$ cat src/rtl/lqgrc_pkg.sv
`default_nettype none

package lqgrc_pkg;

  // Q16.16 word, accumulator and raw product widths.
  localparam int unsigned QW     = 32;
  localparam int unsigned ACC_W  = 36;
  localparam int unsigned PROD_W = 64;
  localparam int unsigned SH_W   = PROD_W - 16;
  localparam int unsigned DRV_W  = 18;
  localparam int unsigned LIM_W  = 31;

  // Configuration port geometry: 64-bit registers at byte address 8*i.
  localparam int unsigned CFG_DW = 64;
  localparam int unsigned CFG_AW = 6;
  localparam int unsigned IDX_W  = 3;

  // Register indexes.
  localparam logic [IDX_W-1:0] REG_A01_A02 = 3'd0;
  localparam logic [IDX_W-1:0] REG_A11_A12 = 3'd1;
  localparam logic [IDX_W-1:0] REG_B0_B1   = 3'd2;
  localparam logic [IDX_W-1:0] REG_K0_K1   = 3'd3;
  localparam logic [IDX_W-1:0] REG_K2      = 3'd4;
  localparam logic [IDX_W-1:0] REG_LQR     = 3'd5;
  localparam logic [IDX_W-1:0] REG_BLIM    = 3'd6;

  // Sequencer steps. Each step from STEP_B0U to STEP_TS issues one product, and
  // each step from STEP_A01X1 to STEP_BIAS retires the product issued in the step before it.
  localparam int unsigned STEP_W = 4;
  localparam logic [STEP_W-1:0] STEP_B0U    = 4'd0;
  localparam logic [STEP_W-1:0] STEP_A01X1  = 4'd1;
  localparam logic [STEP_W-1:0] STEP_A02X2  = 4'd2;
  localparam logic [STEP_W-1:0] STEP_B1U    = 4'd3;
  localparam logic [STEP_W-1:0] STEP_A11X1  = 4'd4;
  localparam logic [STEP_W-1:0] STEP_A12X2  = 4'd5;
  localparam logic [STEP_W-1:0] STEP_K0I    = 4'd6;
  localparam logic [STEP_W-1:0] STEP_K1I    = 4'd7;
  localparam logic [STEP_W-1:0] STEP_K2I    = 4'd8;
  localparam logic [STEP_W-1:0] STEP_UU     = 4'd9;
  localparam logic [STEP_W-1:0] STEP_L0E    = 4'd10;
  localparam logic [STEP_W-1:0] STEP_U2U2   = 4'd11;
  localparam logic [STEP_W-1:0] STEP_L1N1   = 4'd12;
  localparam logic [STEP_W-1:0] STEP_TS     = 4'd13;
  localparam logic [STEP_W-1:0] STEP_BIAS   = 4'd14;
  localparam logic [STEP_W-1:0] STEP_DRIVE  = 4'd15;

  localparam logic signed [QW-1:0] ONE_Q16 = 32'sd65536;

  typedef struct packed {
    logic signed [QW-1:0] a01;
    logic signed [QW-1:0] a02;
    logic signed [QW-1:0] a11;
    logic signed [QW-1:0] a12;
    logic signed [QW-1:0] b0;
    logic signed [QW-1:0] b1;
    logic signed [QW-1:0] k0;
    logic signed [QW-1:0] k1;
    logic signed [QW-1:0] k2;
    logic signed [QW-1:0] l0;
    logic signed [QW-1:0] l1;
    logic [LIM_W-1:0]     blim;
  } cfg_t;

  typedef struct packed {
    logic              capture;
    logic              run;
    logic [STEP_W-1:0] step;
    logic              commit;
  } cmd_t;

  // Saturate a 48-bit signed value to 32 bits.
  function automatic logic signed [QW-1:0] sat48(input logic signed [SH_W-1:0] v);
    logic signed [SH_W-1:0] hi;
    logic signed [SH_W-1:0] lo;
    hi = {{(SH_W-QW+1){1'b0}}, {(QW-1){1'b1}}};
    lo = {{(SH_W-QW+1){1'b1}}, {(QW-1){1'b0}}};
    if (v > hi) begin
      sat48 = {1'b0, {(QW-1){1'b1}}};
    end else if (v < lo) begin
      sat48 = {1'b1, {(QW-1){1'b0}}};
    end else begin
      sat48 = v[QW-1:0];
    end
  endfunction

  // Saturate an accumulator value to 32 bits.
  function automatic logic signed [QW-1:0] sat_acc(input logic signed [ACC_W-1:0] v);
    sat_acc = sat48({{(SH_W-ACC_W){v[ACC_W-1]}}, v});
  endfunction

  // Sign-extend a Q16.16 word to accumulator width.
  function automatic logic signed [ACC_W-1:0] ext(input logic signed [QW-1:0] v);
    ext = {{(ACC_W-QW){v[QW-1]}}, v};
  endfunction

  // Round half up, drop 16 fraction bits and saturate a raw product.
  function automatic logic signed [QW-1:0] qround(input logic signed [PROD_W-1:0] p);
    logic signed [PROD_W-1:0] r;
    r = p + 64'sd32768;
    qround = sat48(r[PROD_W-1:16]);
  endfunction

endpackage

`default_nettype wire

$ cat src/rtl/lqgrc_datapath.sv
`default_nettype none

module lqgrc_datapath (
  input  wire logic                                clk,
  input  wire logic                                rst_n,
  input  wire lqgrc_pkg::cmd_t                     cmd,
  input  wire lqgrc_pkg::cfg_t                     cfg,
  input  wire logic signed [lqgrc_pkg::QW-1:0]     in_measured_rate,
  input  wire logic signed [lqgrc_pkg::QW-1:0]     in_target_rate,
  output logic signed [lqgrc_pkg::DRV_W-1:0]       out_drive,
  output logic signed [lqgrc_pkg::QW-1:0]          out_est_rate_out,
  output logic signed [lqgrc_pkg::QW-1:0]          out_est_torque_out,
  output logic signed [lqgrc_pkg::QW-1:0]          out_est_bias_out
);

  localparam int unsigned QW    = lqgrc_pkg::QW;
  localparam int unsigned ACC_W = lqgrc_pkg::ACC_W;
  localparam int unsigned DRV_W = lqgrc_pkg::DRV_W;

  // Estimator state.
  logic signed [QW-1:0]    x0_r, x1_r, x2_r;
  logic signed [DRV_W-1:0] u_r;

  // Captured inputs and intermediates.
  logic signed [QW-1:0] meas_r, target_r;
  logic signed [QW-1:0] p0_r, p1_r, innov_r, n0_r, n1_r, err_r, t_r, u2_r, scale_r, n2_r;
  logic signed [ACC_W-1:0] acc_r;
  logic signed [lqgrc_pkg::PROD_W-1:0] prod_r;

  logic signed [QW-1:0] opa, opb, u_w, q, scale_c, n2_c, drive_s;
  logic signed [ACC_W-1:0] scale_sum, drive_sum;
  logic signed [QW:0] q33, lim33;
  logic signed [DRV_W-1:0] drive_c;

  assign u_w = {{(QW-DRV_W){u_r[DRV_W-1]}}, u_r};
  assign q   = lqgrc_pkg::qround(prod_r);

  // Operand selection for the shared multiplier.
  always_comb begin
    case (cmd.step)
      lqgrc_pkg::STEP_B0U:   begin opa = cfg.b0;  opb = u_w;     end
      lqgrc_pkg::STEP_A01X1: begin opa = cfg.a01; opb = x1_r;    end
      lqgrc_pkg::STEP_A02X2: begin opa = cfg.a02; opb = x2_r;    end
      lqgrc_pkg::STEP_B1U:   begin opa = cfg.b1;  opb = u_w;     end
      lqgrc_pkg::STEP_A11X1: begin opa = cfg.a11; opb = x1_r;    end
      lqgrc_pkg::STEP_A12X2: begin opa = cfg.a12; opb = x2_r;    end
      lqgrc_pkg::STEP_K0I:   begin opa = cfg.k0;  opb = innov_r; end
      lqgrc_pkg::STEP_K1I:   begin opa = cfg.k1;  opb = innov_r; end
      lqgrc_pkg::STEP_K2I:   begin opa = cfg.k2;  opb = innov_r; end
      lqgrc_pkg::STEP_UU:    begin opa = u_w;     opb = u_w;     end
      lqgrc_pkg::STEP_L0E:   begin opa = cfg.l0;  opb = err_r;   end
      lqgrc_pkg::STEP_U2U2:  begin opa = u2_r;    opb = u2_r;    end
      lqgrc_pkg::STEP_L1N1:  begin opa = cfg.l1;  opb = n1_r;    end
      lqgrc_pkg::STEP_TS:    begin opa = t_r;     opb = scale_r; end
      default:               begin opa = '0;      opb = '0;      end
    endcase
  end

  always_ff @(posedge clk) begin
    prod_r <= opa * opb;
  end

  // Bias scale, clamped to 0..1.
  always_comb begin
    scale_sum = lqgrc_pkg::ext(lqgrc_pkg::ONE_Q16) - lqgrc_pkg::ext(q);
    scale_c   = lqgrc_pkg::sat_acc(scale_sum);
    if (scale_c < 0) begin
      scale_c = '0;
    end else if (scale_c > lqgrc_pkg::ONE_Q16) begin
      scale_c = lqgrc_pkg::ONE_Q16;
    end
  end

  // Bias clamp to the symmetric limit.
  always_comb begin
    q33   = {q[QW-1], q};
    lim33 = {2'b00, cfg.blim};
    if (q33 > lim33) begin
      n2_c = lim33[QW-1:0];
    end else if (q33 < -lim33) begin
      n2_c = -lim33[QW-1:0];
    end else begin
      n2_c = q;
    end
  end

  // Final drive: the accumulator holds the negated LQR terms.
  always_comb begin
    drive_sum = acc_r + lqgrc_pkg::ext(n2_r);
    drive_s   = lqgrc_pkg::sat_acc(drive_sum);
    if (drive_s > lqgrc_pkg::ONE_Q16) begin
      drive_c = lqgrc_pkg::ONE_Q16[DRV_W-1:0];
    end else if (drive_s < -lqgrc_pkg::ONE_Q16) begin
      drive_c = -lqgrc_pkg::ONE_Q16[DRV_W-1:0];
    end else begin
      drive_c = drive_s[DRV_W-1:0];
    end
  end

  always_ff @(posedge clk) begin
    if (cmd.capture) begin
      meas_r   <= in_measured_rate;
      target_r <= in_target_rate;
    end
    if (cmd.run) begin
      case (cmd.step)
        lqgrc_pkg::STEP_B0U:   acc_r <= lqgrc_pkg::ext(x0_r);
        lqgrc_pkg::STEP_A01X1: acc_r <= acc_r + lqgrc_pkg::ext(q);
        lqgrc_pkg::STEP_A02X2: acc_r <= acc_r + lqgrc_pkg::ext(q);
        lqgrc_pkg::STEP_B1U:   p0_r  <= lqgrc_pkg::sat_acc(acc_r + lqgrc_pkg::ext(q));
        lqgrc_pkg::STEP_A11X1: begin
          acc_r   <= lqgrc_pkg::ext(q);
          innov_r <= lqgrc_pkg::sat_acc(lqgrc_pkg::ext(p0_r) - lqgrc_pkg::ext(meas_r));
        end
        lqgrc_pkg::STEP_A12X2: acc_r <= acc_r + lqgrc_pkg::ext(q);
        lqgrc_pkg::STEP_K0I:   p1_r  <= lqgrc_pkg::sat_acc(acc_r + lqgrc_pkg::ext(q));
        lqgrc_pkg::STEP_K1I:
          n0_r <= lqgrc_pkg::sat_acc(lqgrc_pkg::ext(p0_r) - lqgrc_pkg::ext(q));
        lqgrc_pkg::STEP_K2I: begin
          n1_r  <= lqgrc_pkg::sat_acc(lqgrc_pkg::ext(p1_r) - lqgrc_pkg::ext(q));
          err_r <= lqgrc_pkg::sat_acc(lqgrc_pkg::ext(n0_r) - lqgrc_pkg::ext(target_r));
        end
        lqgrc_pkg::STEP_UU:
          t_r <= lqgrc_pkg::sat_acc(lqgrc_pkg::ext(x2_r) - lqgrc_pkg::ext(q));
        lqgrc_pkg::STEP_L0E:   u2_r    <= q;
        lqgrc_pkg::STEP_U2U2:  acc_r   <= -lqgrc_pkg::ext(q);
        lqgrc_pkg::STEP_L1N1:  scale_r <= scale_c;
        lqgrc_pkg::STEP_TS:    acc_r   <= acc_r - lqgrc_pkg::ext(q);
        lqgrc_pkg::STEP_BIAS:  n2_r    <= n2_c;
        default: begin
        end
      endcase
    end
    if (cmd.commit) begin
      out_drive          <= drive_c;
      out_est_rate_out   <= n0_r;
      out_est_torque_out <= n1_r;
      out_est_bias_out   <= n2_r;
    end
  end

  always_ff @(posedge clk) begin
    if (!rst_n) begin
      x0_r <= '0;
      x1_r <= '0;
      x2_r <= '0;
      u_r  <= '0;
    end else if (cmd.commit) begin
      x0_r <= n0_r;
      x1_r <= n1_r;
      x2_r <= n2_r;
      u_r  <= drive_c;
    end
  end

endmodule

`default_nettype wire

$ cat config.mk
export PLATFORM = sky130hd
export DESIGN_NAME = lqgrc_datapath
export DESIGN_NICKNAME = d
export VERILOG_FILES = /design/src/rtl/lqgrc_pkg.sv /design/src/rtl/lqgrc_datapath.sv
export SDC_FILE = /design/constraint.sdc
export NUM_CORES = 2
export LEC_CHECK = 0
export BUFFER_PORTS_ARGS = -buffer_cell sky130_fd_sc_hd__buf_4
export CORE_MARGIN = 5
export CORE_UTILIZATION = 41
export CTS_CLUSTER_SIZE = 24
export DETAILED_ROUTE_END_ITERATION = 10
export PLACE_DENSITY_LB_ADDON = 0.05
export SLEW_MARGIN = 20
export SYNTH_ARGS = -nofsm -noshare
export SYNTH_HDL_FRONTEND = slang
export SYNTH_SLANG_ARGS = --single-unit
export TNS_END_PERCENT = 5
$ cat constraint.sdc
create_clock -name clk -period 13.2 [get_ports clk]
set_input_delay 1.32 -clock clk [delete_from_list [all_inputs] [get_ports clk]]
set_output_delay 1.32 -clock clk [all_outputs]
set_load 0.1 [all_outputs]
### After elaboration in Yosys (flattened, before gate mapping)

Index checks and enable logic that the tools add are counted.
Widths: inputs -> output; s select.

| operators by class | value |
|---|---|
| add/subtract/negate cells | 13 |
| multipliers | 1 |
| magnitude comparators | 24 |
| eq/ne operators | 14 |
| mux-type cells | 21 |
| reduce and logical (&&, ||, !) cells | 18 |

Operators with widths:

| cell | count |
|---|---|
| $mux 32 | 14 |
| $pmux 32 s14 | 1 |
| $pmux 32 s8 | 1 |
| $gt 33x32->1 const B | 6 |
| $lt 33x32->1 const B | 6 |
| $pmux 36 s5 | 1 |
| $sub 32x32->33 | 5 |
| $add 36x32->36 | 2 |
| $gt 36x32->1 const B | 2 |
| $lt 36x32->1 const B | 2 |
| $add 64x17->64 const B | 1 |
| $gt 32x18->1 const B | 2 |
| $mul 32x32->64 | 1 |
| $gt 48x32->1 const B | 1 |
| $lt 48x32->1 const B | 1 |
| $mux 18 | 2 |
| $neg 32->36 | 1 |
| $sub 36x32->36 | 1 |
| $lt 32x33->1 | 1 |
| $neg 31->33 | 1 |
| $sub 18x32->33 const A | 1 |
| $gt 32x32->1 | 1 |
| $lt 32x1->1 const B | 1 |
| $lt 32x17->1 const B | 1 |
| other kinds (12) | 35 |

| word-level totals | value |
|---|---|
| flip-flop bits (word level) | 712 |
| input port bits | 456 |
| output and inout port bits | 114 |

### Depth between registers and ports, before layout

| depth | value |
|---|---|
| word-level depth | 10 |
| mapped depth | 45 |
| gate-level depth less buffers | 39 |

### Worst setup path after synthesis

Ideal clock, no wire load.

| timing | value |
|---|---|
| path type | input-to-reg |
| start point | in cmd[1] (netlist bit) |
| end point | reg prod_r[59] (netlist bit) |
| data arrival time | 11.679 ns |
| path slack | 1.449 ns |
| stages on the path | 42 |
| buffers on the path | 9 |
| cell sequence | clkbuf_1 -> clkbuf_1 -> clkbuf_1 -> or2_2 -> clkbuf_1 -> nor2_1 -> clkbuf_1 -> clkbuf_1 -> clkbuf_1 -> a22oi_1 -> nand4_1 -> clkbuf_1 -> buf_1 -> nand2_1 -> fa_1 -> inv_1 -> fa_1 -> inv_1 -> [... 6 more ...] -> inv_1 -> fa_1 -> inv_1 -> ha_1 -> a21o_1 -> a21oi_1 -> nand2_1 -> a21o_1 -> a221oi_1 -> and3_1 -> a21oi_1 -> o211ai_1 -> a21oi_1 -> o21ai_0 -> nor2_1 -> or3_1 -> a21oi_1 -> xnor2_1 |

| on the way | value |
|---|---|
| word-level cells in the longest chain between the ends | 4 |
| elaborated cells on any way between the ends | 21 |
| those cells by class | mul: 1; eq/ne: 13; mux: 2; reduce/logical: 5 |

Ends and longest elaborated chain:

| what | line | text |
|---|---|---|
| start, declared | lqgrc_datapath.sv:6 | `input wire lqgrc_pkg::cmd_t cmd,` |
| $eq 4x4->1 (tied with other cells) | lqgrc_datapath.sv:40 | `case (cmd.step)` |
| $reduce_or 3->1 (no line) or $reduce_or 2->1 (tied branches) | - |  |
| $pmux 32 s8 | lqgrc_datapath.sv:40 |  |
| $mul 32x32->64 (*) | lqgrc_datapath.sv:60 | `prod_r <= opa * opb;` |
| end signal, assigned | lqgrc_datapath.sv:60 |  |
| end, declared | lqgrc_datapath.sv:28 | `logic signed [lqgrc_pkg::PROD_W-1:0] prod_r;` |

Mark *: on every way between the ends. The rest lies on a longest branch, timed or not.
A chain may end at the register's enable or synchronous reset.

### Worst setup path after layout

| timing | value |
|---|---|
| start point | in cmd[3] (netlist bit) |
| end point | reg prod_r[59] (netlist bit) |

Same word-level chain as after synthesis.

==> qor.yml <==
wirelength_mm: 401
synth_cell_type_count: 112
reg.largest.list: "prod_r (49), acc_r (36)"
cts.path.max_buffers: 3
synthCells: 8862
worst_pin_slew_ps: 1300
dr.pass1.iters: 9
critPathMaxFanout: 19
final_common_cell: "inv_1"
hold_viol_final: 0
end_kind: "register"
start_util_pct: 41.3
status: "completed"
worst-endpoint-required_ps: 13830
grt_pass1_vias: 72300
wire_per_inst_um: 33.1
nFillCells: 19300
fp.coreArea_mm2: 0.198
dp_hpwl_mm: 331
synth_area_per_cell_um2: 9.22
area_growth_pct: 14.1
critPathArrivalTime_ps: 12890
nets: 11400
grt_max_degree: 81
fin_crit_sh_pct: 92.9
num_rows: 163
yosysSeqAreaShare_pct: 23.6
grt_pass1_wl_mm: 559
rsz0062_at_grt: "no"
hold_buffers: 0
final_layout_size_suffix_gt1_share_pct: 12.0
maxCapViolations: 0
synthFlopType: "edfxtp_1"
post_cts_buffers: 0
port_buffers: 569
cts_resized: 0
die_area_mm2: 0.208
largest_register_ffs: 49
cts_root_buf: "clkbuf_16"
ctsHtreeMaxLevel: 3
drcViolationCount: 0
ios: 570
setup_viol_count_final: 0
tns_ps: 0
fin_crit_ps: 12260
vias: 70500
syn_area_mm2: 0.0817
drtAntennaViolNets: 0
clkLatencyLatePin_ps: 770
hold_path_class: "reg2reg"
place_congestion: 1.01
cp_slowest_stage_delay_ps: 820
synth-seq-cells: 697
antenna_found_initial: 33
via_per_inst: 5.82
numCtsBuffers: 80
gr-total-overflow: 0
timing.fmax_mhz: 81.6
ys_warn_count: 0
clock-sinks: 697
grt.total_usage_pct: 37.9
synth_edf_count: 534
die_h_um: 457
start_kind: "input port"
cpMostUsedCell: "fa_1"
critPathKind: "in2reg"
async_flop_share_pct: 0
slew_headroom_pct: 12.4
top_register: "prod_r"
drtIter0Drc: 7207
finalClockSkew_ps: 65.8
cts.clk_slew.worst_paths_ps: 60
die_x_um: 457
cp_slowest_cell: "nand4_1"
slew_viol_final: 0
final_cell_mix: "inv_1, fa_1, nor2_1, buf_4, nand2_1"
cts_tree: "built"
## final cells by class
cell class	count	area, um^2	share of cell area [%]
Tap cell	2640	3300	3.54
Clock inverter	49	626	0.671
Inverter	1475	5540	5.94
Clock buffer	99	2110	2.27
Multi-Input combinational cell	6290	55900	60.0
Timing Repair Buffer	843	6420	6.89
Sequential cell	697	19300	20.7
Antenna cell	15	37.5	0.0403
## worst paths after layout
| path | startpoint | endpoint | slack [ps] | depth (start not counted) |
|---|---|---|---|---|
| worst min register to register | n0_r[27] | out_est_rate_out[27] | 500 | 0 |
| worst max-delay path | cmd[3] | prod_r[59] | 940 | 37 |
| worst max register to register | u2_r[13] | prod_r[59] | 2330 | 33 |
| worst min-delay path | n0_r[27] | out_est_rate_out[27] | 500 | 0 |
## metal layers
layer,GRT usage [%],share of wire (%)
met4,27.9,9.4
met3,6.52,7.0
met5,0,0.032
met1,46.3,38
met2,60.3,45
## per-stage QoR
stage          worst slack, ps  hold WS, ps  cell area [um^2]  cells  utilization [%]
6_report                   938          504             93300  12100             47.1
5_1_grt                    579          523             93200  12100             47.1
4_1_cts                    926          512             93200  12100             47.1
2_1_floorplan             1450          449             81800   8876                -
3_3_place_gp               347          494             90500  11900             45.7
3_5_place_dp               241          492             90500  11900             45.7
## critical path: cells and delay by family
| kind | cells | cell delay [ps] |
|---|---|---|
| adder cells (fa/ha/maj) | 9 | 4460 |
| XOR/XNOR | 1 | 140 |
| AND/OR/NAND/NOR | 11 | 3680 |
| buffers and inverters | 7 | 950 |
| AO/OA/AOI/OAI | 9 | 2240 |
## synth_stat cells, drive strengths merged (109+ instances only)
cell type | count | area (um^2)
inv | 1472 | 5530
fa | 1086 | 21700
nor2 | 866 | 3250
nand2 | 832 | 3130
edfxtp | 534 | 16000
ha | 481 | 6020
a21oi | 444 | 2230
clkbuf | 354 | 1330
xnor2 | 298 | 2620
o21ai | 219 | 1110
a22oi | 182 | 1370
nand3 | 171 | 866
dfxtp | 163 | 3260
nor2b | 148 | 926
nor3 | 143 | 721
mux2i | 114 | 1140
xor2 | 109 | 955
## cells by family after synthesis
group / Yosys count / synth area share (%)
adder cells (fa/ha/maj): 1651 / 35.0
AO/OA/AOI/OAI: 1498 / 12.3
XOR/XNOR: 407 / 4.37
multiplexers: 123 / 1.53
buffers and inverters: 1889 / 8.73
flip-flops: 697 / 23.6
other: 1 / 0.00459
AND/OR/NAND/NOR: 2596 / 14.5
Power is left out: the tool's default activity adds up to more than one toggle a clock period on the data nets, which glitch-free logic cannot reach.
