==> src/rtl/lqgrc_pkg.sv <==
`default_nettype none

package lqgrc_pkg;

  // Q16.16 word, accumulator and raw product widths.
  localparam int unsigned QW     = 32;
  localparam int unsigned ACC_W  = 36;
  localparam int unsigned PROD_W = 64;
  localparam int unsigned SH_W   = PROD_W - 16;
  localparam int unsigned DRV_W  = 18;
  localparam int unsigned LIM_W  = 31;

  // Configuration port geometry: 64-bit registers at byte address 8*i.
  localparam int unsigned CFG_DW = 64;
  localparam int unsigned CFG_AW = 6;
  localparam int unsigned IDX_W  = 3;

  // Register indexes.
  localparam logic [IDX_W-1:0] REG_A01_A02 = 3'd0;
  localparam logic [IDX_W-1:0] REG_A11_A12 = 3'd1;
  localparam logic [IDX_W-1:0] REG_B0_B1   = 3'd2;
  localparam logic [IDX_W-1:0] REG_K0_K1   = 3'd3;
  localparam logic [IDX_W-1:0] REG_K2      = 3'd4;
  localparam logic [IDX_W-1:0] REG_LQR     = 3'd5;
  localparam logic [IDX_W-1:0] REG_BLIM    = 3'd6;

  // Sequencer steps. Each step from STEP_B0U to STEP_TS issues one product, and
  // each step from STEP_A01X1 to STEP_BIAS retires the product issued in the step before it.
  localparam int unsigned STEP_W = 4;
  localparam logic [STEP_W-1:0] STEP_B0U    = 4'd0;
  localparam logic [STEP_W-1:0] STEP_A01X1  = 4'd1;
  localparam logic [STEP_W-1:0] STEP_A02X2  = 4'd2;
  localparam logic [STEP_W-1:0] STEP_B1U    = 4'd3;
  localparam logic [STEP_W-1:0] STEP_A11X1  = 4'd4;
  localparam logic [STEP_W-1:0] STEP_A12X2  = 4'd5;
  localparam logic [STEP_W-1:0] STEP_K0I    = 4'd6;
  localparam logic [STEP_W-1:0] STEP_K1I    = 4'd7;
  localparam logic [STEP_W-1:0] STEP_K2I    = 4'd8;
  localparam logic [STEP_W-1:0] STEP_UU     = 4'd9;
  localparam logic [STEP_W-1:0] STEP_L0E    = 4'd10;
  localparam logic [STEP_W-1:0] STEP_U2U2   = 4'd11;
  localparam logic [STEP_W-1:0] STEP_L1N1   = 4'd12;
  localparam logic [STEP_W-1:0] STEP_TS     = 4'd13;
  localparam logic [STEP_W-1:0] STEP_BIAS   = 4'd14;
  localparam logic [STEP_W-1:0] STEP_DRIVE  = 4'd15;

  localparam logic signed [QW-1:0] ONE_Q16 = 32'sd65536;

  typedef struct packed {
    logic signed [QW-1:0] a01;
    logic signed [QW-1:0] a02;
    logic signed [QW-1:0] a11;
    logic signed [QW-1:0] a12;
    logic signed [QW-1:0] b0;
    logic signed [QW-1:0] b1;
    logic signed [QW-1:0] k0;
    logic signed [QW-1:0] k1;
    logic signed [QW-1:0] k2;
    logic signed [QW-1:0] l0;
    logic signed [QW-1:0] l1;
    logic [LIM_W-1:0]     blim;
  } cfg_t;

  typedef struct packed {
    logic              capture;
    logic              run;
    logic [STEP_W-1:0] step;
    logic              commit;
  } cmd_t;

  // Saturate a 48-bit signed value to 32 bits.
  function automatic logic signed [QW-1:0] sat48(input logic signed [SH_W-1:0] v);
    logic signed [SH_W-1:0] hi;
    logic signed [SH_W-1:0] lo;
    hi = {{(SH_W-QW+1){1'b0}}, {(QW-1){1'b1}}};
    lo = {{(SH_W-QW+1){1'b1}}, {(QW-1){1'b0}}};
    if (v > hi) begin
      sat48 = {1'b0, {(QW-1){1'b1}}};
    end else if (v < lo) begin
      sat48 = {1'b1, {(QW-1){1'b0}}};
    end else begin
      sat48 = v[QW-1:0];
    end
  endfunction

  // Saturate an accumulator value to 32 bits.
  function automatic logic signed [QW-1:0] sat_acc(input logic signed [ACC_W-1:0] v);
    sat_acc = sat48({{(SH_W-ACC_W){v[ACC_W-1]}}, v});
  endfunction

  // Sign-extend a Q16.16 word to accumulator width.
  function automatic logic signed [ACC_W-1:0] ext(input logic signed [QW-1:0] v);
    ext = {{(ACC_W-QW){v[QW-1]}}, v};
  endfunction

  // Round half up, drop 16 fraction bits and saturate a raw product.
  function automatic logic signed [QW-1:0] qround(input logic signed [PROD_W-1:0] p);
    logic signed [PROD_W-1:0] r;
    r = p + 64'sd32768;
    qround = sat48(r[PROD_W-1:16]);
  endfunction

endpackage

`default_nettype wire

==> src/rtl/lqgrc_regs.sv <==
`default_nettype none

module lqgrc_regs (
  input  wire logic                          clk,
  input  wire logic                          rst_n,
  input  wire logic                          psel,
  input  wire logic                          penable,
  input  wire logic                          pwrite,
  input  wire logic [lqgrc_pkg::CFG_AW-1:0]  paddr,
  input  wire logic [lqgrc_pkg::CFG_DW-1:0]  pwdata,
  output logic      [lqgrc_pkg::CFG_DW-1:0]  prdata,
  output logic                               pready,
  output lqgrc_pkg::cfg_t                    cfg
);

  lqgrc_pkg::cfg_t cfg_r;
  lqgrc_pkg::cfg_t cfg_nxt;
  logic [lqgrc_pkg::IDX_W-1:0] idx;
  logic wr_en;

  assign idx    = paddr[lqgrc_pkg::CFG_AW-1:lqgrc_pkg::CFG_AW-lqgrc_pkg::IDX_W];
  assign wr_en  = psel && penable && pwrite;
  assign pready = 1'b1;
  assign cfg    = cfg_r;

  always_comb begin
    cfg_nxt = cfg_r;
    if (wr_en) begin
      case (idx)
        lqgrc_pkg::REG_A01_A02: begin
          cfg_nxt.a01 = pwdata[63:32];
          cfg_nxt.a02 = pwdata[31:0];
        end
        lqgrc_pkg::REG_A11_A12: begin
          cfg_nxt.a11 = pwdata[63:32];
          cfg_nxt.a12 = pwdata[31:0];
        end
        lqgrc_pkg::REG_B0_B1: begin
          cfg_nxt.b0 = pwdata[63:32];
          cfg_nxt.b1 = pwdata[31:0];
        end
        lqgrc_pkg::REG_K0_K1: begin
          cfg_nxt.k0 = pwdata[63:32];
          cfg_nxt.k1 = pwdata[31:0];
        end
        lqgrc_pkg::REG_K2: begin
          cfg_nxt.k2 = pwdata[31:0];
        end
        lqgrc_pkg::REG_LQR: begin
          cfg_nxt.l0 = pwdata[63:32];
          cfg_nxt.l1 = pwdata[31:0];
        end
        lqgrc_pkg::REG_BLIM: begin
          cfg_nxt.blim = pwdata[lqgrc_pkg::LIM_W-1:0];
        end
        default: begin
        end
      endcase
    end
  end

  always_ff @(posedge clk) begin
    if (!rst_n) begin
      cfg_r <= '0;
    end else begin
      cfg_r <= cfg_nxt;
    end
  end

  always_comb begin
    case (idx)
      lqgrc_pkg::REG_A01_A02: prdata = {cfg_r.a01, cfg_r.a02};
      lqgrc_pkg::REG_A11_A12: prdata = {cfg_r.a11, cfg_r.a12};
      lqgrc_pkg::REG_B0_B1:   prdata = {cfg_r.b0, cfg_r.b1};
      lqgrc_pkg::REG_K0_K1:   prdata = {cfg_r.k0, cfg_r.k1};
      lqgrc_pkg::REG_K2:      prdata = {32'd0, cfg_r.k2};
      lqgrc_pkg::REG_LQR:     prdata = {cfg_r.l0, cfg_r.l1};
      lqgrc_pkg::REG_BLIM:    prdata = {33'd0, cfg_r.blim};
      default:                prdata = '0;
    endcase
  end

endmodule

`default_nettype wire

==> config.mk <==
export PLATFORM = sky130hd
export DESIGN_NAME = lqgrc_regs
export DESIGN_NICKNAME = d
export VERILOG_FILES = /design/src/rtl/lqgrc_pkg.sv /design/src/rtl/lqgrc_regs.sv
export SDC_FILE = /design/constraint.sdc
export NUM_CORES = 1
export LEC_CHECK = 0
export ABC_AREA = 1
export BUFFER_PORTS_ARGS = -buffer_cell sky130_fd_sc_hd__buf_2
export CAP_MARGIN = 25
export CORE_AREA = 2 2 201 203
export CTS_CLUSTER_DIAMETER = 150
export DETAILED_ROUTE_END_ITERATION = 10
export DIE_AREA = 0 0 203 205
export PLACE_DENSITY = 0.73
export SLEW_MARGIN = 20
export SYNTH_ARGS = -nofsm -noshare
export SYNTH_HDL_FRONTEND = slang
export SYNTH_SLANG_ARGS = --single-unit
==> constraint.sdc <==
create_clock -name clk -period 2.3 [get_ports clk]
set_input_delay 0.46 -clock clk [delete_from_list [all_inputs] [get_ports clk]]
set_output_delay 0.46 -clock clk [all_outputs]
set_load 0.02 [all_outputs]
# ---- Word level (Yosys, flattened, before mapping)
# Index checks and enable logic that the tools add are counted.
dict set report word_totals {
  ff_bits 383
  output_inout_bits 448
}
dict set report op_classes {
  n_eq_ne 6
  mux 1
  n_reduce_logical 10
}
# op count
set op_table {}
lappend op_table {{one-hot mux 64 bit (7 select lines)} 1}
lappend op_table {{AND reduction 2 bit} 7}
lappend op_table {{equality test 3 bit, second input constant} 3}
lappend op_table {{equality test 3 x 2 -> 1 bit, second input constant} 2}
lappend op_table {{equality test 3 x 1 -> 1 bit, second input constant} 1}
lappend op_table {{zero test 3 bit} 1}
lappend op_table {{logical AND 1 bit} 2}

# ---- Logic depth before layout (Yosys ltp)
# Gate-level depths: netlist of run 1.
dict set report logic_depth {
  ltp_word 3
  mapped_depth 9
}

# ---- Worst setup path after synthesis of run 1
# No wires, ideal clock.
dict set report synth_timing {
  kind {input port to output port}
  from {in paddr[3] in the netlist's numbering}
  to {out prdata[47] in the netlist's numbering}
  arrival_time_ns 1.508
  setup_slack_ns 0.332
  path_stages 8
  path_buffers 3
  cell_sequence {buf_4 > inv_2 > buf_2 > buf_1 > nand4_1 > nand2_1 > nor2_1 > nand2_1}
}
dict set report synth_via {
  elab_chain_len 2
}
# item line
set synth_lines {}
lappend synth_lines {{start: declaration} lqgrc_regs.sv:9} ;# input wire logic [lqgrc_pkg::CFG_AW-1:0] paddr,
lappend synth_lines {{equality test 3 bit (tied with other cells)} lqgrc_regs.sv:71} ;# case (idx)
lappend synth_lines {{one-hot mux 64 bit (7 select lines) *} lqgrc_regs.sv:71}
lappend synth_lines {{end: declaration} lqgrc_regs.sv:11} ;# output logic [lqgrc_pkg::CFG_DW-1:0] prdata,
# Mark *: on every way between the ends. The rest lies on a longest branch, timed or not.

# ---- Worst setup path after layout of run 1
dict set report layout_timing {
  from {in paddr[5] in the netlist's numbering}
  to {out prdata[2] in the netlist's numbering}
}
# The elaborated chain is that of the path after synthesis.

==> key figures, run 1 <==
Status
  – Status: completed

Drt
  – Vias: 21396
  – DRC violation count after routing: 0
  – Iteration-0 DRC Markers: 2003
  – Routed WL: 72.3 mm
  – Met1 Routed Length: 28.1 mm
  – Routed length per instance: 18.3 µm
  – Post-detailed-route count of antenna-violating nets: 0
  – Top sig layer: met4
  – Routed wl met2: 33.5 mm
  – Post-DR vias/cell: 5.41
  – Routed length on met3: 7.28 mm
  – TritonRoute pass-1 iters: 10

Clock tree
  – Clock sink count: 383
  – H-tree depth: 2
  – Setup Fix Bufs, Post-CTS: 0
  – TritonCTS clock tree: built
  – Hold bufs inserted after CTS: 0
  – Clock Path Buffers: 3
  – Latest clock arrival within the worst-skew pair: 0.55 ns
  – Clock root buffer master: clkbuf_16
  – Clock-pin slew on the worst setup and hold paths: 0.06 ns
  – Cts repair resizes: 0
  – Inserted Clock Buffers: 42

Cells and area
  – Share of layout cells above drive strength 1: 20.2%
  – Nets: 3471
  – Largest register FFs: 383
  – N_diodes: 0
  – Layout area overhead: 26.0%

Timing
  – Worst-Margin Slew: 0.515 ns
  – Max frequency: 0.452 GHz
  – Final Cycle Share: 96.2%
  – Pins Over Slew Limit: 0
  – Post-route setup slack: 0.0885 ns
  – Endpoints failing setup: 0
  – Slew HR: 65.6%
  – Layout Skew: 0 ns
  – Minimum clock period: 2.21 ns
  – Hold Fails Final Rpt: 0
  – RSZ-0062 raised after global routing: false
  – Fin Setup TNS: 0 ns

Synth
  – FF+latch count, synth: 383
  – Post-Synth Adder-Cell Area: 0%
  – Seq/Total Area, Yosys: 41.2%
  – Main combinational cell family by area after synthesis: simple AND/OR/NAND/NOR gates
  – Syn. warnings: 0
  – Synth Area in Compound Gates: 0%
  – Post-synthesis cell type count: 18
  – Post-synthesis xor/xnor area fraction: 0%
  – Synthesized area: 18600 µm²
  – Syn_nets: 3058
  – Post-synthesis simple-gate area fraction: 50.4%
  – Mapped Cells: 2983
  – Syn_area_per_cell: 6.24 µm²
  – Mux cell area share after synthesis: 0%

Placement
  – Dpl ws: 0.125 ns
  – HPWL after detailed placement: 48.6 mm
  – Quantity of I/O buffers inserted on ports: 518
  – GPL Wtd Cong: 0.912

GRT
  – Global-route wire length before repair: 110 mm
  – Vias in the first global route: 19661
  – Initial antenna violation count: 0
  – Largest net degree at the start of global routing: 88
  – GRT Overall Usage: 33.4%
  – Total gr overflow: 0

Floorplanning
  – Die Wd: 203 µm
  – Ports: 523
  – Std-Cell Rows: 73
  – Die area: 41600 µm²
  – Die height: 205 µm
  – Initial Util: 47.3%
  – Core Box Area: 39400 µm²

Setup path
  – Setup crit start: paddr[5]
  – Startpoint Class: input pin
  – Flop2flop setup slack: 1.61 ns
  – FF-to-FF Start: cfg[45]
  – Worst Setup End Kind: output pin
  – Worst Path Arrival: 1.75 ns
  – Critical Path RT: 1.84 ns
  – Critical-path maximum fanout: 57
  – Setup CP Type: input pin to output pin

Power and ir drop
  – Peak VDD IR: 0.587 mV
  – Leak: 0.0119 µW
  – P per Cell Area: 651 nW/µm²

Min path
  – Hold Crit Start: rst_n
  – Hold Crit Class: input pin to flop

Flow run
  – Max-cap viol count: 0
[critical path, cell delays in order]
cell and delay (ns):
buf_4 0.21, buf_12 0.34, buf_4 0.26, nand4_1 0.11
nand2_1 0.07, nor2_1 0.05, nand2_1 0.06, buf_2 0.17
[path summary, 6_finish.rpt]
check / to / cells past startpoint
hold reg to reg: cfg[42] / 2
hold / removal: cfg[247] / 3
setup reg to reg: cfg[45] / 2
setup / recovery: prdata[2] / 8
[report_power, final]
group / internal, µW / leakage [µW] / switching (µW)
sequential: 6720 / 0.00309 / 76.3
clock: 4180 / 0.000707 / 2780
combinational: 441 / 0.00813 / 1080
total: 11300 / 0.0119 / 3940
[synth_stat cells (all sizes together)]
| library cell | n | area (µm²) |
|---|---|---|
| clkbuf | 80 | 300 |
| dfxtp | 383 | 7670 |
| conb | 1 | 3.75 |
| nand3 | 325 | 1640 |
| nand4 | 174 | 1090 |
| inv | 102 | 383 |
| nor2 | 906 | 3440 |
| buf | 158 | 878 |
| nand2 | 854 | 3210 |
[layer usage]
layer | vias up | global-route usage (%)
met4 | 0 | 16.8
met2 | 1263 | 54.0
met3 | 220 | 6.47
li1 | 10198 | -
met1 | 9715 | 42.6
met5 | - | 0
[cell type report]
class,instances,area [µm²]
fillers,3734,15900
multi-input cells,2260,9440
flip-flops and latches,383,7670
repair buffers,607,3850
clock buffers,66,1330
well taps,525,657
inverters,102,393
clock inverters,10,106
[cells in the final DEF, fill, tap and decap left out, drive strengths merged, types with 2 or more instances in the layout]
| cell | instances |
|---|---|
| buf | 607 |
| bufinv | 2 |
| clkbuf | 66 |
| clkinv | 7 |
| dfxtp | 383 |
| inv | 102 |
| nand2 | 854 |
| nand3 | 325 |
| nand4 | 174 |
| nor2 | 906 |
[logic make-up after synthesis]
kind of cell	after synthesis
other	1
buffers and inverters	340
DFF	383
and+or+nand+nor	2259
[through the flow]
step                      hold WS (ns)  util [%]  instances  cell area, µm²  power, µW
final                            0.265      59.6       3953           23400      15300
after global routing             0.280      59.6       3953           23400      15700
after CTS                        0.238      59.6       3953           23400      15300
after detailed placement         0.487      55.9       3877           22000       8430
after global placement           0.483      55.9       3877           22000       8400
after floorplan                  0.569         -       2983           18600       7830
No activity file was read; power rests on OpenSTA's default activity.
==> run 2: changes to the inputs <==
Settings changed: PLACE_DENSITY 0.73 to 0.72.
==> key figures, run 2 (synthesis gave the netlist of run 1 again) <==
Setup path
  – Critical Path Sink: prdata[20]
  – Critical-path maximum fanout: 44 (-23%)
  – FF-to-FF Start: cfg[62]
  – Worst Path Arrival: 1.70 ns (-0.05 ns)
  – Max stage delay on crit path: 0.27 ns (-0.07 ns)
  – Critical Path RT: 1.84 ns (about the same)
  – Reg2reg end: cfg[62]
  – Worst Setup End Kind: output pin
  – Startpoint Class: input pin
  – Worst path cell trace: buf_4, nor2_4, buf_12, nand3_1, nand2_1, nor2_1, nand2_1, buf_2
  – Crit-path slowest cell: buf_12
  – Setup CP Type: input pin to output pin
  – Cell with the most instances on the worst path: nand2_1
  – FF-to-FF path depth: 2 (unchanged)
  – Flop2flop setup slack: 1.62 ns (about the same)
  – Setup crit start: paddr[4]

Placement
  – Inst Count DP: 3860 (-0.44%)
  – Post-placement cell area: 21900 µm² (-0.47%)
  – HPWL after detailed placement: 47.6 mm (-2.0%)
  – GPL Wtd Cong: 0.900 (-1.3%)
  – Quantity of I/O buffers inserted on ports: 518 (unchanged)

Drt
  – Post-detailed-route count of antenna-violating nets: 0 (unchanged)
  – DRC violation count after routing: 0 (unchanged)
  – Post-DR vias/cell: 5.46 (+0.84%)
  – Iteration-0 DRC Markers: 2102 (+4.9%)
  – TritonRoute pass-1 iters: 5 (-5)
  – Routed length per instance: 18.5 µm (+1.1%)
  – Vias: 21450 (+0.25%)
  – Routed WL: 72.7 mm (+0.55%)

Status
  – Status: completed

Timing
  – Hold Fails Final Rpt: 0 (unchanged)
  – Worst-Margin Slew: 0.515 ns (-0.000540 ns)
  – Fin Setup TNS: 0 ns (unchanged)
  – Final Cycle Share: 93.8% (-2.3 points)
  – Pins Over Slew Limit: 0 (unchanged)
  – Minimum clock period: 2.16 ns (-0.0540 ns)
  – Endpoints failing setup: 0 (unchanged)
  – Layout Skew: 0 ns (unchanged)
  – Slew HR: 65.7% (about the same)
  – RSZ-0062 raised after global routing: false
  – Max frequency: 0.464 GHz (+2.5%)

GRT
  – Vias in the first global route: 19661 (unchanged)
  – Largest net degree at the start of global routing: 89 (+1.1%)
  – Total gr overflow: 0 (unchanged)
  – Initial antenna violation count: 1 (+1)
  – Global-route wire length before repair: 110 mm (+0.15%)
  – GRT Overall Usage: 33.7% (+0.31 points)

Flow run
  – Max-cap viol count: 0 (unchanged)

Cells and area
  – Share of layout cells above drive strength 1: 19.7% (-0.54 points)
  – Fillers: 3761 (+0.72%)
  – Fin area: 23400 µm² (-0.38%)
  – N_diodes: 0 (unchanged)
  – Layout area overhead: 25.5%
  – Most common cell after layout, fill and taps aside: nor2_1
  – Fin cells: 3930 (-0.58%)
  – Nets: 3454 (-0.49%)
  – Largest register FFs: 383 (unchanged)
  – Commonest non-fill, non-tap cells in the layout: 893 x nor2_1, 853 x nand2_1, 514 x buf_2, 383 x dfxtp_1, 323 x nand3_1

Clock tree
  – Clock-pin slew on the worst setup and hold paths: 0.06 ns (about the same)
  – Clock Path Buffers: 3 (unchanged)
  – TritonCTS clock tree: built
  – Hold bufs inserted after CTS: 0 (unchanged)
  – H-tree depth: 2 (unchanged)
  – Latest clock arrival within the worst-skew pair: 0.56 ns (about the same)
  – Cts repair resizes: 0 (unchanged)
  – Clock sink count: 383 (unchanged)
  – Inserted Clock Buffers: 42 (unchanged)
  – Clock root buffer master: clkbuf_16
  – Setup Fix Bufs, Post-CTS: 0 (unchanged)

Power and ir drop
  – Leak: 0.0119 µW (-0.63%)
  – P per Cell Area: 663 nW/µm² (+1.8%)
  – Peak VDD IR: 0.513 mV (-13%)

Min path
  – Hold Crit Class: input pin to flop
  – Hold Crit Depth: 5 (+2)

Floorplanning
  – Die Wd: 203 µm (unchanged)
  – Die height: 205 µm (unchanged)
  – Initial Util: 47.3% (unchanged)
  – Ports: 523 (unchanged)
  – Std-Cell Rows: 73 (unchanged)
  – Die area: 41600 µm² (unchanged)
  – Core Box Area: 39400 µm² (unchanged)
## run 2: cell type report
cell class | count | area, µm² | area share (%)
clock inverters | 7 | 160 | 0.686
repair buffers | 590 | 3750 | 16.1
flip-flops and latches | 383 | 7670 | 32.8
inverters | 102 | 393 | 1.68
clock buffers | 63 | 1280 | 5.50
multi-input cells | 2260 | 9440 | 40.4
well taps | 525 | 657 | 2.81
## run 2: worst min path at each step
stage               startpoint  endpoint
finish              pwdata[33]  cfg[160]
global route        pwdata[44]   cfg[75]
CTS                 pwdata[44]  cfg[171]
detailed placement    cfg[150]  cfg[150]
global placement      cfg[313]  cfg[313]
floorplan             cfg[127]  cfg[127]
## run 2: power by group
part           internal [µW]  switching (µW)  total, µW
logic                    432            1080       1510
clock network           4390            2790       7170
registers               6720            79.9       6800
## run 2: worst max-delay path: cells and delay by family
kind	cells	cell delay (ns)
buffers and inverters	3	0.63
and+or+nand+nor	5	0.58
## run 2: layer usage
metal	GRT usage (%)	wire, µm	vias up
met5	0	11	-
met2	54.1	33400	1320
met4	19.5	3570	2
met3	6.17	7480	226
met1	42.6	28200	9745
li1	-	-	10157
## run 2: stage by stage
step / util, % / hold WS (ns) / total power [µW] / worst slack, ns
final: 59.3 / 0.270 / 15500 / 0.143
after global routing: 59.3 / 0.288 / 15900 / 0.0470
after CTS: 59.3 / 0.243 / 15500 / 0.140
after detailed placement: 55.7 / 0.489 / 8420 / 0.146
after global placement: 55.7 / 0.483 / 8400 / 0.128
after floorplan: - / 0.569 / 7830 / 0.332
